<file path="config.mk">
export PLATFORM = sky130hd
export DESIGN_NAME = lru_buffer_replacement_freelist
export DESIGN_NICKNAME = d
export VERILOG_FILES = /design/src/rtl/lrubr_pkg.sv /design/src/rtl/lrubr_mem.sv /design/src/rtl/lru_buffer_replacement_freelist.sv
export SDC_FILE = /design/constraint.sdc
export NUM_CORES = 2
export LEC_CHECK = 0
export BUFFER_PORTS_ARGS = -buffer_cell sky130_fd_sc_hd__buf_2
export CELL_PAD_IN_SITES_DETAIL_PLACEMENT = 1
export CELL_PAD_IN_SITES_GLOBAL_PLACEMENT = 2
export CORE_MARGIN = 4
export CORE_UTILIZATION = 30
export DETAILED_ROUTE_END_ITERATION = 8
export GPL_TIMING_DRIVEN = 0
export PLACE_DENSITY_LB_ADDON = 0.15
export SYNTH_ARGS = -nofsm -noshare
export SYNTH_HDL_FRONTEND = slang
export SYNTH_SLANG_ARGS = --single-unit
</file>
<file path="constraint.sdc">
create_clock -name i_clk -period 9.3 [get_ports i_clk]
set_input_delay 0.93 -clock i_clk [delete_from_list [all_inputs] [get_ports i_clk]]
set_output_delay 0.93 -clock i_clk [all_outputs]
set_load 0.1 [all_outputs]
</file>
<file path="src/rtl/lrubr_pkg.sv">
// Package: sizes, codes and the state-memory word for the buffer replacement block.
package lrubr_pkg;
    localparam int NBUF = 64;
    localparam int IW   = $clog2(NBUF);
    localparam int LW   = IW + 1;

    typedef logic [IW-1:0] t_idx;
    typedef logic [LW-1:0] t_lnk;

    localparam t_lnk LNK_NONE = {LW{1'b1}};

    localparam logic [1:0] MODE_ACCESS  = 2'd0;
    localparam logic [1:0] MODE_RELEASE = 2'd1;
    localparam logic [1:0] MODE_ALLOC   = 2'd2;
    localparam logic [1:0] MODE_PIN     = 2'd3;

    localparam logic [1:0] ST_DONE    = 2'd0;
    localparam logic [1:0] ST_GRANTED = 2'd1;
    localparam logic [1:0] ST_NONE    = 2'd2;
    localparam logic [1:0] ST_IGNORED = 2'd3;

    // One entry of the buffer state memory.
    typedef struct packed {
        t_lnk prev;
        t_lnk next;
        t_lnk flink;
        logic on_free;
        logic pinned;
    } t_ent;
endpackage

</file>
<file path="src/rtl/lrubr_mem.sv">
// Buffer state memory: one write port, one registered read port, reset sweep.
module lrubr_mem import lrubr_pkg::*; (
    input  logic i_clk,
    input  logic i_rst_n,
    input  logic i_we,
    input  t_idx i_waddr,
    input  t_ent i_wdata,
    input  t_idx i_raddr,
    output t_ent o_rdata,
    output logic o_init_done
);
    t_ent           r_mem [NBUF];
    logic [IW:0]    r_clr;
    t_ent           w_init;

    always_comb begin
        w_init.prev    = LNK_NONE;
        w_init.next    = LNK_NONE;
        w_init.flink   = (r_clr[IW-1:0] == t_idx'(NBUF-1)) ? LNK_NONE
                         : t_lnk'({1'b0, r_clr[IW-1:0]} + t_lnk'(1));
        w_init.on_free = 1'b1;
        w_init.pinned  = 1'b0;
    end

    always_ff @(posedge i_clk) begin
        if (!i_rst_n) begin
            r_clr <= '0;
        end else if (!r_clr[IW]) begin
            r_clr <= r_clr + (IW+1)'(1);
        end
    end

    always_ff @(posedge i_clk) begin
        if (!r_clr[IW]) begin
            r_mem[r_clr[IW-1:0]] <= w_init;
        end else if (i_we) begin
            r_mem[i_waddr] <= i_wdata;
        end
        o_rdata <= r_mem[i_raddr];
    end

    assign o_init_done = r_clr[IW];
endmodule

</file>
<file path="src/rtl/lru_buffer_replacement_freelist.sv">
// Top level: LRU buffer replacement with free list, sequenced over one state memory.
//
//  channel | dir | tdata (low bit up)                            | tuser
//  s_axis  | in  | mode[1:0], buffer_index[7:2], pin_value[8]     | -
//  m_axis  | out | granted_index[5:0], status[7:6], from_free[8], | -
//          |     | pass_count[40:9], alloc_count[72:41]          |
//
// Access and release unlink and relink entries: each link step is a memory read
// then a write; pin is one read and one write. Allocate walks entries one at a time,
// popping free buffers first and then rotating from the LRU end, up to NBUF rotations.
// After reset, a clearing pass over all NBUF entries runs before s_axis_tready rises.
// A result waits in the output register; the next beat is taken once it is taken.
module lru_buffer_replacement_freelist import lrubr_pkg::*; (
    input  logic        i_clk,
    input  logic        i_rst_n,
    input  logic        s_axis_tvalid,
    output logic        s_axis_tready,
    input  logic [15:0] s_axis_tdata,  // mode, buffer_index, pin_value
    output logic        m_axis_tvalid,
    input  logic        m_axis_tready,
    output logic [79:0] m_axis_tdata   // granted, status, from_free, passes, allocs
);
    typedef enum logic [4:0] {
        S_IDLE, S_RD_B, S_DEC, S_UL_P, S_UL_PW, S_UL_N, S_UL_NW, S_UL_BW,
        S_PU_M, S_PU_MW, S_PU_BW, S_FP_BW, S_AL_F, S_AL_FW, S_AL_R, S_AL_RW,
        S_OUT
    } t_st;

    t_st   r_st;
    logic  [1:0] r_mode;
    logic  r_pv;
    t_idx  r_b;
    t_ent  r_e;
    t_lnk  r_mru, r_lru, r_fhead, r_ftail;
    t_idx  r_vc;
    logic [31:0] r_passes, r_allocs;
    logic [IW:0] r_tries;
    logic  r_rot;
    logic  [1:0] r_act;   // walk kind, as a mode code
    t_idx  r_gidx;
    logic  [1:0] r_stat;
    logic  r_ff;
    logic  r_ov;
    logic [79:0] r_od;

    logic  w_we;
    t_idx  w_wa, w_ra;
    t_ent  w_wd, w_rd;
    logic  w_init;
    logic  [1:0] w_mode;
    t_idx  w_bi;

    lrubr_mem u_mem (
        .i_clk(i_clk), .i_rst_n(i_rst_n), .i_we(w_we), .i_waddr(w_wa),
        .i_wdata(w_wd), .i_raddr(w_ra), .o_rdata(w_rd), .o_init_done(w_init)
    );

    assign w_mode = s_axis_tdata[1:0];
    assign w_bi   = s_axis_tdata[7:2];
    assign s_axis_tready = (r_st == S_IDLE) && w_init && !r_ov;
    assign m_axis_tvalid = r_ov;
    assign m_axis_tdata  = r_od;

    // Memory port control from state.
    always_comb begin
        w_we = 1'b0;
        w_wa = r_b;
        w_wd = r_e;
        w_ra = r_b;
        case (r_st)
            S_IDLE:  w_ra = w_bi;
            S_UL_P:  w_ra = r_e.prev[IW-1:0];
            S_UL_PW: begin
                w_we = 1'b1; w_wa = r_e.prev[IW-1:0];
                w_wd = w_rd; w_wd.next = r_e.next;
            end
            S_UL_N:  w_ra = r_e.next[IW-1:0];
            S_UL_NW: begin
                w_we = 1'b1; w_wa = r_e.next[IW-1:0];
                w_wd = w_rd; w_wd.prev = r_e.prev;
            end
            S_PU_M:  w_ra = r_mru[IW-1:0];
            S_PU_MW: begin
                w_we = 1'b1; w_wa = r_mru[IW-1:0];
                w_wd = w_rd; w_wd.next = {1'b0, r_b};
            end
            S_PU_BW: begin
                w_we = 1'b1;
                w_wd = r_e; w_wd.prev = r_mru; w_wd.next = LNK_NONE;
                w_wd.flink = LNK_NONE; w_wd.on_free = 1'b0;
            end
            S_FP_BW: begin
                w_we = 1'b1;
                w_wd = r_e; w_wd.prev = LNK_NONE; w_wd.next = LNK_NONE;
                w_wd.flink = r_fhead; w_wd.on_free = 1'b1;
            end
            S_AL_F:  w_ra = r_fhead[IW-1:0];
            S_AL_R:  w_ra = r_lru[IW-1:0];
            S_DEC: begin
                if (r_mode == MODE_PIN) begin
                    w_we = 1'b1; w_wd = w_rd; w_wd.pinned = r_pv;
                end
            end
            default: ;
        endcase
    end

    always_ff @(posedge i_clk) begin
        if (!i_rst_n) begin
            r_st     <= S_IDLE;
            r_ov     <= 1'b0;
            r_mru    <= LNK_NONE;
            r_lru    <= LNK_NONE;
            r_fhead  <= '0;
            r_ftail  <= t_lnk'(NBUF-1);
            r_vc     <= '0;
            r_passes <= '0;
            r_allocs <= '0;
        end else begin
            if (r_ov && m_axis_tready) r_ov <= 1'b0;
            case (r_st)
                S_IDLE: begin
                    if (s_axis_tvalid && s_axis_tready) begin
                        r_mode <= w_mode;
                        r_b    <= w_bi;
                        r_pv   <= s_axis_tdata[8];
                        r_gidx <= '0;
                        r_ff   <= 1'b0;
                        r_stat <= ST_IGNORED;
                        if (w_mode == MODE_ALLOC) begin
                            r_allocs <= r_allocs + 32'd1;
                            r_stat   <= ST_NONE;
                            r_act    <= MODE_ALLOC;
                            r_tries  <= '0;
                            r_st     <= (r_fhead[IW]) ? S_AL_R : S_AL_F;
                        end else begin
                            r_st <= S_DEC;
                        end
                    end
                end
                S_DEC: begin
                    r_e <= w_rd;
                    r_rot <= 1'b0;
                    if (r_mode == MODE_PIN) begin
                        r_stat <= ST_DONE; r_st <= S_OUT;
                    end else if (w_rd.on_free ||
                                 (r_mode == MODE_RELEASE && w_rd.pinned)) begin
                        r_st <= S_OUT;
                    end else begin
                        r_stat <= ST_DONE;
                        r_act  <= r_mode;
                        r_st   <= S_UL_P;
                    end
                end
                // Unlink r_b using r_e links.
                S_UL_P:  r_st <= r_e.prev[IW] ? S_UL_N : S_UL_PW;
                S_UL_PW: r_st <= S_UL_N;
                S_UL_N:  r_st <= r_e.next[IW] ? S_UL_BW : S_UL_NW;
                S_UL_NW: r_st <= S_UL_BW;
                S_UL_BW: begin
                    if ({1'b0, r_b} == r_mru) r_mru <= r_e.prev;
                    if ({1'b0, r_b} == r_lru) r_lru <= r_e.next;
                    if (r_act == MODE_RELEASE) begin
                        r_st <= S_FP_BW;
                    end else begin
                        // Stale links after unlink: mru may now be r_e.prev.
                        r_st <= S_PU_M;
                    end
                end
                S_FP_BW: begin
                    if (r_fhead[IW]) r_ftail <= {1'b0, r_b};
                    r_fhead <= {1'b0, r_b};
                    r_st <= S_OUT;
                end
                S_PU_M:  r_st <= r_mru[IW] ? S_PU_BW : S_PU_MW;
                S_PU_MW: r_st <= S_PU_BW;
                S_PU_BW: begin
                    r_mru <= {1'b0, r_b};
                    if (r_lru[IW]) r_lru <= {1'b0, r_b};
                    if (r_act != MODE_ALLOC) begin
                        r_st <= S_OUT;
                    end else if (!r_e.pinned) begin
                        r_gidx <= r_b; r_stat <= ST_GRANTED; r_ff <= !r_rot;
                        r_st <= S_OUT;
                    end else if (!r_rot) begin
                        r_st <= r_fhead[IW] ? S_AL_R : S_AL_F;
                    end else begin
                        r_st <= (r_tries[IW] || r_lru[IW]) ? S_OUT : S_AL_R;
                    end
                end
                S_AL_F:  begin r_b <= r_fhead[IW-1:0]; r_st <= S_AL_FW; end
                S_AL_FW: begin
                    r_e <= w_rd; r_rot <= 1'b0;
                    r_fhead <= w_rd.flink;
                    r_st <= S_PU_M;
                end
                S_AL_R: begin
                    if (r_lru[IW] || r_tries[IW]) begin
                        r_st <= S_OUT;
                    end else begin
                        r_b <= r_lru[IW-1:0]; r_st <= S_AL_RW;
                    end
                end
                S_AL_RW: begin
                    r_e <= w_rd; r_rot <= 1'b1;
                    r_tries <= r_tries + (IW+1)'(1);
                    if (r_vc == t_idx'(NBUF-1)) begin
                        r_vc <= '0; r_passes <= r_passes + 32'd1;
                    end else begin
                        r_vc <= r_vc + t_idx'(1);
                    end
                    r_st <= S_UL_P;
                end
                S_OUT: begin
                    r_ov <= 1'b1;
                    r_od <= {7'd0, r_allocs, r_passes, r_ff, r_stat, r_gidx};
                    r_st <= S_IDLE;
                end
                default: r_st <= S_IDLE;
            endcase
        end
    end
endmodule

</file>
* Word-level counts from Yosys, hierarchy flattened
Memories as Yosys holds them, arrays and structs flattened. A register that Yosys moved wholly into a read port is not among the register bits.
Cells that the tools add are included.
** Storage, ports and cells
- Register bits :: 228
- Bits in latches :: 0
- RAM bits :: 1472
- Bits in read-only memories :: 0
- Bits of input ports :: 20
- Output and inout port bits :: 82
- Word-level logic and storage cells :: 171
- Memories kept :: 1
** Operators by class
- Add/sub/neg operators :: 6
- Multiply operators :: 0
- Div/mod/pow operators :: 0
- Magnitude comparators :: 0
- Equal/unequal tests :: 35
- Shift operators :: 0
- Muxes and demuxes :: 66
- Bitwise gates (word level) :: 0
- Reduce and logical (&&, ||, !) cells :: 37
** Memory list
- u_mem.r_mem :: depth 64, bits a word 23, rd ports 1, clocked after Yosys merged registers in 1, write ports 1, line lrubr_mem.sv:12 : t_ent r_mem [NBUF];
** Operator list (number)
- $pmux W23 S6 :: 1
- $pmux W5 S15 :: 1
- $add A32 B1 Y32 const B :: 2
- $pmux W7 S2 :: 4
- $mux W6 :: 8
- $mux W23 :: 2
- $mux W7 :: 6
- $eq A5 B4 Y1 const B :: 8
- $mux W5 :: 8
- $pmux W6 S3 :: 2
- $pmux W6 S6 :: 1
- $mux W2 :: 12
- $reduce_or A23 Y1 :: 1
- $eq A5 B3 Y1 const B :: 4
- $ne A2 B2 Y1 const B :: 9
- $add A7 B1 Y7 const B :: 2
- $eq A6 B7 Y1 :: 2
- $mux W1 :: 14
- $reduce_bool A2 Y1 :: 7
- $eq A6 B6 Y1 const B :: 2
- $pmux W6 S2 :: 1
- $reduce_and A2 Y1 :: 6
- $reduce_and A6 Y1 :: 2
- $eq A5 B2 Y1 const B :: 2
- other kinds (22) :: 37

* Longest topological paths before layout
- Depth after elaboration :: 8
- Gate-level depth with buffers :: 15
- Gate-level depth less buffers :: 10

* Hierarchy
Synthesis repeated with hierarchy kept, for this count alone.
** Unflattened totals
- Cell total of the unflattened synthesis :: 3573
- Area total of the unflattened synthesis :: 67713.7 um2
** By module, submodules not included
- lrubr_mem :: instances 1, cells an instance 2594, area each 57612.8 um2, sequential area each 44803.0 um2
- lru_buffer_replacement_freelist :: instances 1, cells an instance 979, area each 10100.9 um2, sequential area each 5665.4 um2

* Worst setup path before layout
No wires, ideal clock.
- Kind :: register -> register
- From :: register r_st[4]
- To :: memory u_mem.r_mem[0][3] (netlist name) (data pin)
- Library setup time :: 0.702 ns
- Arrival :: 4.659 ns
- Data required time :: 8.598 ns
- Slack :: 3.939 ns
- Cell stages (with the launch flop) :: 12
- Path buffers :: 4
- Clock period less this slack :: 5.361 ns
- Cells stage by stage :: dfxtp_1 -> buf_2 -> or3_1 -> clkbuf_1 -> nor2_1 -> and3_1 -> or2_2 -> clkbuf_1 -> or3_1 -> clkbuf_1 -> a221oi_1 -> o21ai_0
** Between the ends
- Cells in the longest elaborated chain, start to end :: 8
- Elaborated cells between the ends (all ways) :: 14
- Classes of those cells :: eq/ne (6); mux (6); reduce/logical (2)
** Ends and longest elaborated chain
- start, declared :: line lru_buffer_replacement_freelist.sv:29 : t_st r_st;
- start signal, assigned :: line lru_buffer_replacement_freelist.sv:135 : r_st <= (r_fhead[IW]) ? S_AL_R : S_AL_F;
- start signal, assigned :: line lru_buffer_replacement_freelist.sv:156 : S_UL_P: r_st <= r_e.prev[IW] ? S_UL_N : S_UL_PW;
- start signal, assigned :: line lru_buffer_replacement_freelist.sv:158 : S_UL_N: r_st <= r_e.next[IW] ? S_UL_BW : S_UL_NW;
- $eq A5 B4 Y1 / $eq A5 B3 Y1 (equally long branches) :: line lru_buffer_replacement_freelist.sv:70 : case (r_st)
- $reduce_or A5 Y1 (no source line)
- $pmux W1 S2 :: line lru_buffer_replacement_freelist.sv:70
- $mux W1 :: line lrubr_mem.sv:36 : end else if (i_we) begin
- $mux W1 :: line lrubr_mem.sv:34 : if (!r_clr[IW]) begin
- $mux W1 (implied by the code) :: line lrubr_mem.sv:37 : r_mem[i_waddr] <= i_wdata;
- $reduce_or A23 Y1 (no source line)
- $mux W23 (no source line) (*)
- end, declared :: line lrubr_mem.sv:12
Mark *: on every way between the ends. The rest lies on a longest branch, timed or not.

* Worst setup path in the final report
- From :: register r_st[4]
- To :: memory u_mem.r_mem[7][3] (netlist name), enable pin
** Between the ends
- Cells in the longest elaborated chain, start to end :: 8
- Elaborated cells between the ends (all ways) :: 15
- Classes of those cells :: eq/ne (6); mux (7); reduce/logical (2)
** Ends and longest elaborated chain (line)
- $eq A5 B4 Y1 / $eq A5 B3 Y1 (equally long branches) :: lru_buffer_replacement_freelist.sv:70
- $reduce_or A5 Y1 (no source line)
- $pmux W1 S2 :: lru_buffer_replacement_freelist.sv:70
- $mux W1 :: lrubr_mem.sv:36
- $mux W1 :: lrubr_mem.sv:34
- $mux W1 (implied by the code) :: lrubr_mem.sv:37
- $reduce_or A23 Y1 (no source line)
- $mux W6 (no source line) / $mux W1 (equally long branches)
Parallel ways exist; a longest one is shown, timed or not.

==> impl_results.md <==
* DP Worst Slack at 4.25 ns
* Register bit count reported by yosys at 1,715
* Comb pwr share at 0.043
* Vias in the first global route at 44.8k
* Unrepaired setup endpoints after global routing: no
* Synthesized area at 68,300 µm²
* CTS Buffer Depth at 3
* Sequential share of the synthesized area at 0.736
* DRC viols at 0
* Multi-input gate area at 17,000 µm²
* Worst hold path class: primary input to flip-flop
* Worst path cell trace: buf_2 > or3_1 > clkbuf_1 > nor2_1 > a222oi_1 > a21oi_1 > a21oi_1 > nand3_1 > nor2_2 > buf_8
* CP delay by family, top: simple AND/OR/NAND/NOR gates
* Worst R2R Path Depth at 10
* Clock power frac at 0.449
* Placed standard-cell area at 74,400 µm²
* Clock Latency Late Sink at 0.86 ns
* Die area at 235,000 µm²
* Fmax at 0.190 GHz
* Num ports at 102
* Area delta synth->final at 18.0%
* Cell area after layout at 80,500 µm²
* CP max stage cell: a21oi_1
* Setup Crit Path Kind: flip-flop to flip-flop
* Register area at 50,200 µm²
* Post-route insts no fill at 8,701
* # setup viols final at 0
* Clock Skew at 0.0348 ns
* Critical path startpoint category: flip-flop
* Post-detail-place hpwl at 172,000 µm
* Max cap viols at 0
* Cts repair resizes at 0
* Initial antenna violation count at 27
* Starting density of the core at 0.303
* Die Wd at 485 µm
* First-pass iteration count of the detailed router at 5
* Clk sinks at 1,715
* Crit path from: r_st[4]
* GRT Total Usage at 0.205
* Row cnt at 174
* Met1 Wirelength at 114,000 µm
* Largest cells by area after synthesis: edfxtp_1, nand2_1, nand3_1
* P_int at 12.8 mW
* Net Sw Power at 3.80 mW
* Unique masters post-synth at 77
* Power per Cell Area at 206 nW/µm²
* Root Buffer: clkbuf_16
* Buffers & Inverters on Critical Path at 3
* Main synth FF type: edfxtp_1
* First-pass GRT wire length at 346,000 µm
* Outcome: finished, final reports clean
* Cells after Synth at 5,173
* Cell count along the critical path at 10
* Area share of the largest cell type after synthesis at 0.698
* Dpl cells at 8,323
* Leakage power at 28.8 nW
* Worst-path maximum fanout at 13
* Routed vias at 44.3k
* Worst setup margin at 4.03 ns
* Syn Area/Cell at 13.2 µm²
* Worst Tran Pin Value at 1.38 ns
* Avg Vias per Cell at 5.09
* Slew HR at 0.0789
* Share of layout cells above drive strength 1 at 0.128
* Area leader, netlist: edfxtp_1
* Hold_sp: s_axis_tdata[8]
* H-Tree Level Count at 4
* GRT Residual Overflow at 0
* Total Wirelength at 245,000 µm
* Drt wl/cell at 28.2 µm
* Crit path DAT at 5.83 ns
* Setup Fix Bufs, Post-CTS at 0
* Highest routed layer: met5
* Routed wl met2 at 112,000 µm
* Sequential share of power at 0.508
* Peak supply drop at 0.000171 V
* I/O Buffers at 87
* CORE AREA at 226,000 µm²
* Required @ worst endpoint at 9.85 ns
* Post-synth ARST share at 0
* 1st-iter DRT viols at 3,718
* Slew Viols, Final at 0
* Met3 routed WL at 11,200 µm
* Cts hold-fix bufs at 0
* Clock slew at reported path FFs at 0.06 ns
* Die Y at 485 µm
* Reg2reg start: r_st[4]
* Switch share at 0.229
* Crit end category: flip-flop
* Post-synth EDFFs at 1,588
* Hold-critical path depth at 1
* Syn. warnings at 0
* Final ANT Viol Nets at 0
* Routability congestion estimate at 0.897
* Final Hold Vio Count at 0
* Largest net degree at the start of global routing at 65
* Tcrit/Tclk final at 0.567
* Filler cells at 23.8k
* Final worst path period need at 5.27 ns
* Final #Nets at 5,553
* CTS tree: yes
* Most frequent CP cell: a21oi_1
* Largest stage delay, worst path at 1.04 ns
* TritonCTS Buffers at 194
[stage by stage]
step	TNS, ns	total power [mW]	hold WS [ns]	utilization
floorplan	0	8.92	0.400	-
global placement	-1561.89	9.28	0.411	0.321
detailed placement	0	9.30	0.409	0.330
CTS	0	16.8	0.186	0.357
global route	0	17.1	0.219	0.357
finish	0	16.6	0.273	0.357
[registers in the layout, summed over array words and instances (netlist names), 6 cells and up]
signal and cells:
r_b 6, r_tries 7, u_mem.r_clr 7, r_mru 7, r_gidx 6, u_mem.o_rdata 23, u_mem.r_mem 1472, r_allocs 32
r_passes 32, r_fhead 7, r_lru 7, r_e 15, r_vc 6, m_axis_tdata 73
[routing by layer]
metal  global-route usage  vias to the layer above
li1                     -                    19800
met1                0.291                    23100
met2                0.322                     1082
met3               0.0286                      307
met4               0.0711                        2
met5                    0                        -
[logic make-up (layout without fill, tap and decap cells)]
family	after synthesis	after routing	share of synthesized area
adders and majority gates	5	5	0.000916
buffers and inverters	323	837	0.0249
and+or+nand+nor	2704	2704	0.180
muxes	102	102	0.0231
other	1	23	0.0000549
xor gates and xnor gates	86	86	0.0110
AOI/OAI and AO/OA	237	237	0.0245
DFF	1715	1715	0.736
[final cells by class]
class / count / share of cell area
sequential: 1715 / 0.624
multi-input combinational: 3141 / 0.211
clock buffer: 259 / 0.0658
tap: 2992 / 0.0465
timing repair buffer: 153 / 0.0213
buffer: 308 / 0.0204
clock inverter: 102 / 0.0104
inverter: 15 / 0.000699
antenna: 16 / 0.000497
[Yosys cell counts (37+ instances only)]
library cell and number:
xor2_1 37, nand4_1 174, nand2_1 1327, mux2i_1 56, mux4_2 44, a21oi_1 44, dfxtp_1 127, clkbuf_1 149
o21ai_0 49, buf_2 95, buf_6 41, edfxtp_1 1588, xnor2_1 49, and2_1 59, nand3_1 856, nor2_1 144
[worst paths after layout]
path,slack (ns),endpoint
worst max-delay path,4.03,u_mem.r_mem[7][3]
worst min-delay path,0.27,r_pv
worst max register to register,4.03,u_mem.r_mem[7][3]
worst min register to register,0.41,m_axis_tdata[1]
[power by group through the flow]
stage / sequential [mW] / clock [mW] / combinational, mW
after global placement: 8.60 / 0 / 0.687
after floorplan: 8.57 / 0 / 0.357
after global routing: 8.42 / 7.96 / 0.761
after detailed placement: 8.58 / 0 / 0.722
final: 8.42 / 7.45 / 0.715
after CTS: 8.41 / 7.63 / 0.724
[worst reg2reg max path, stage by stage, from the launching register on]
cell	delay, ns
dfxtp_1	0.30
buf_2	0.23
or3_1	0.15
clkbuf_1	0.22
nor2_1	0.24
a222oi_1	0.54
a21oi_1	0.12
a21oi_1	1.04
nand3_1	0.87
nor2_2	1.00
buf_8	0.25
[cell usage in the layout (no fill, tap or decap), types with 18 or more instances in the layout]
cell type  Yosys  final
edfxtp_1    1588   1588
nand2_1     1327   1313
nand3_1      856    856
clkbuf_1     149    196
clkbuf_16      0    196
buf_2         95    182
nand4_1      174    174
dfxtp_1      127    127
nor2_1       144     78
and2_1        59     59
mux2i_1       56     56
nor2_4         1     50
xnor2_1       49     49
clkinv_1       0     48
a21oi_1       44     44
mux4_2        44     44
buf_6         41     42
o21ai_0       49     42
buf_12         0     42
xor2_1        37     37
clkinv_2       0     28
and3_1        26     26
a32oi_1       25     25
a31oi_1       25     24
or4_1         22     22
nor2_2         3     20
a222oi_1      20     20
buf_4         17     18
Note: power is estimated with default switching activity, not from simulation.
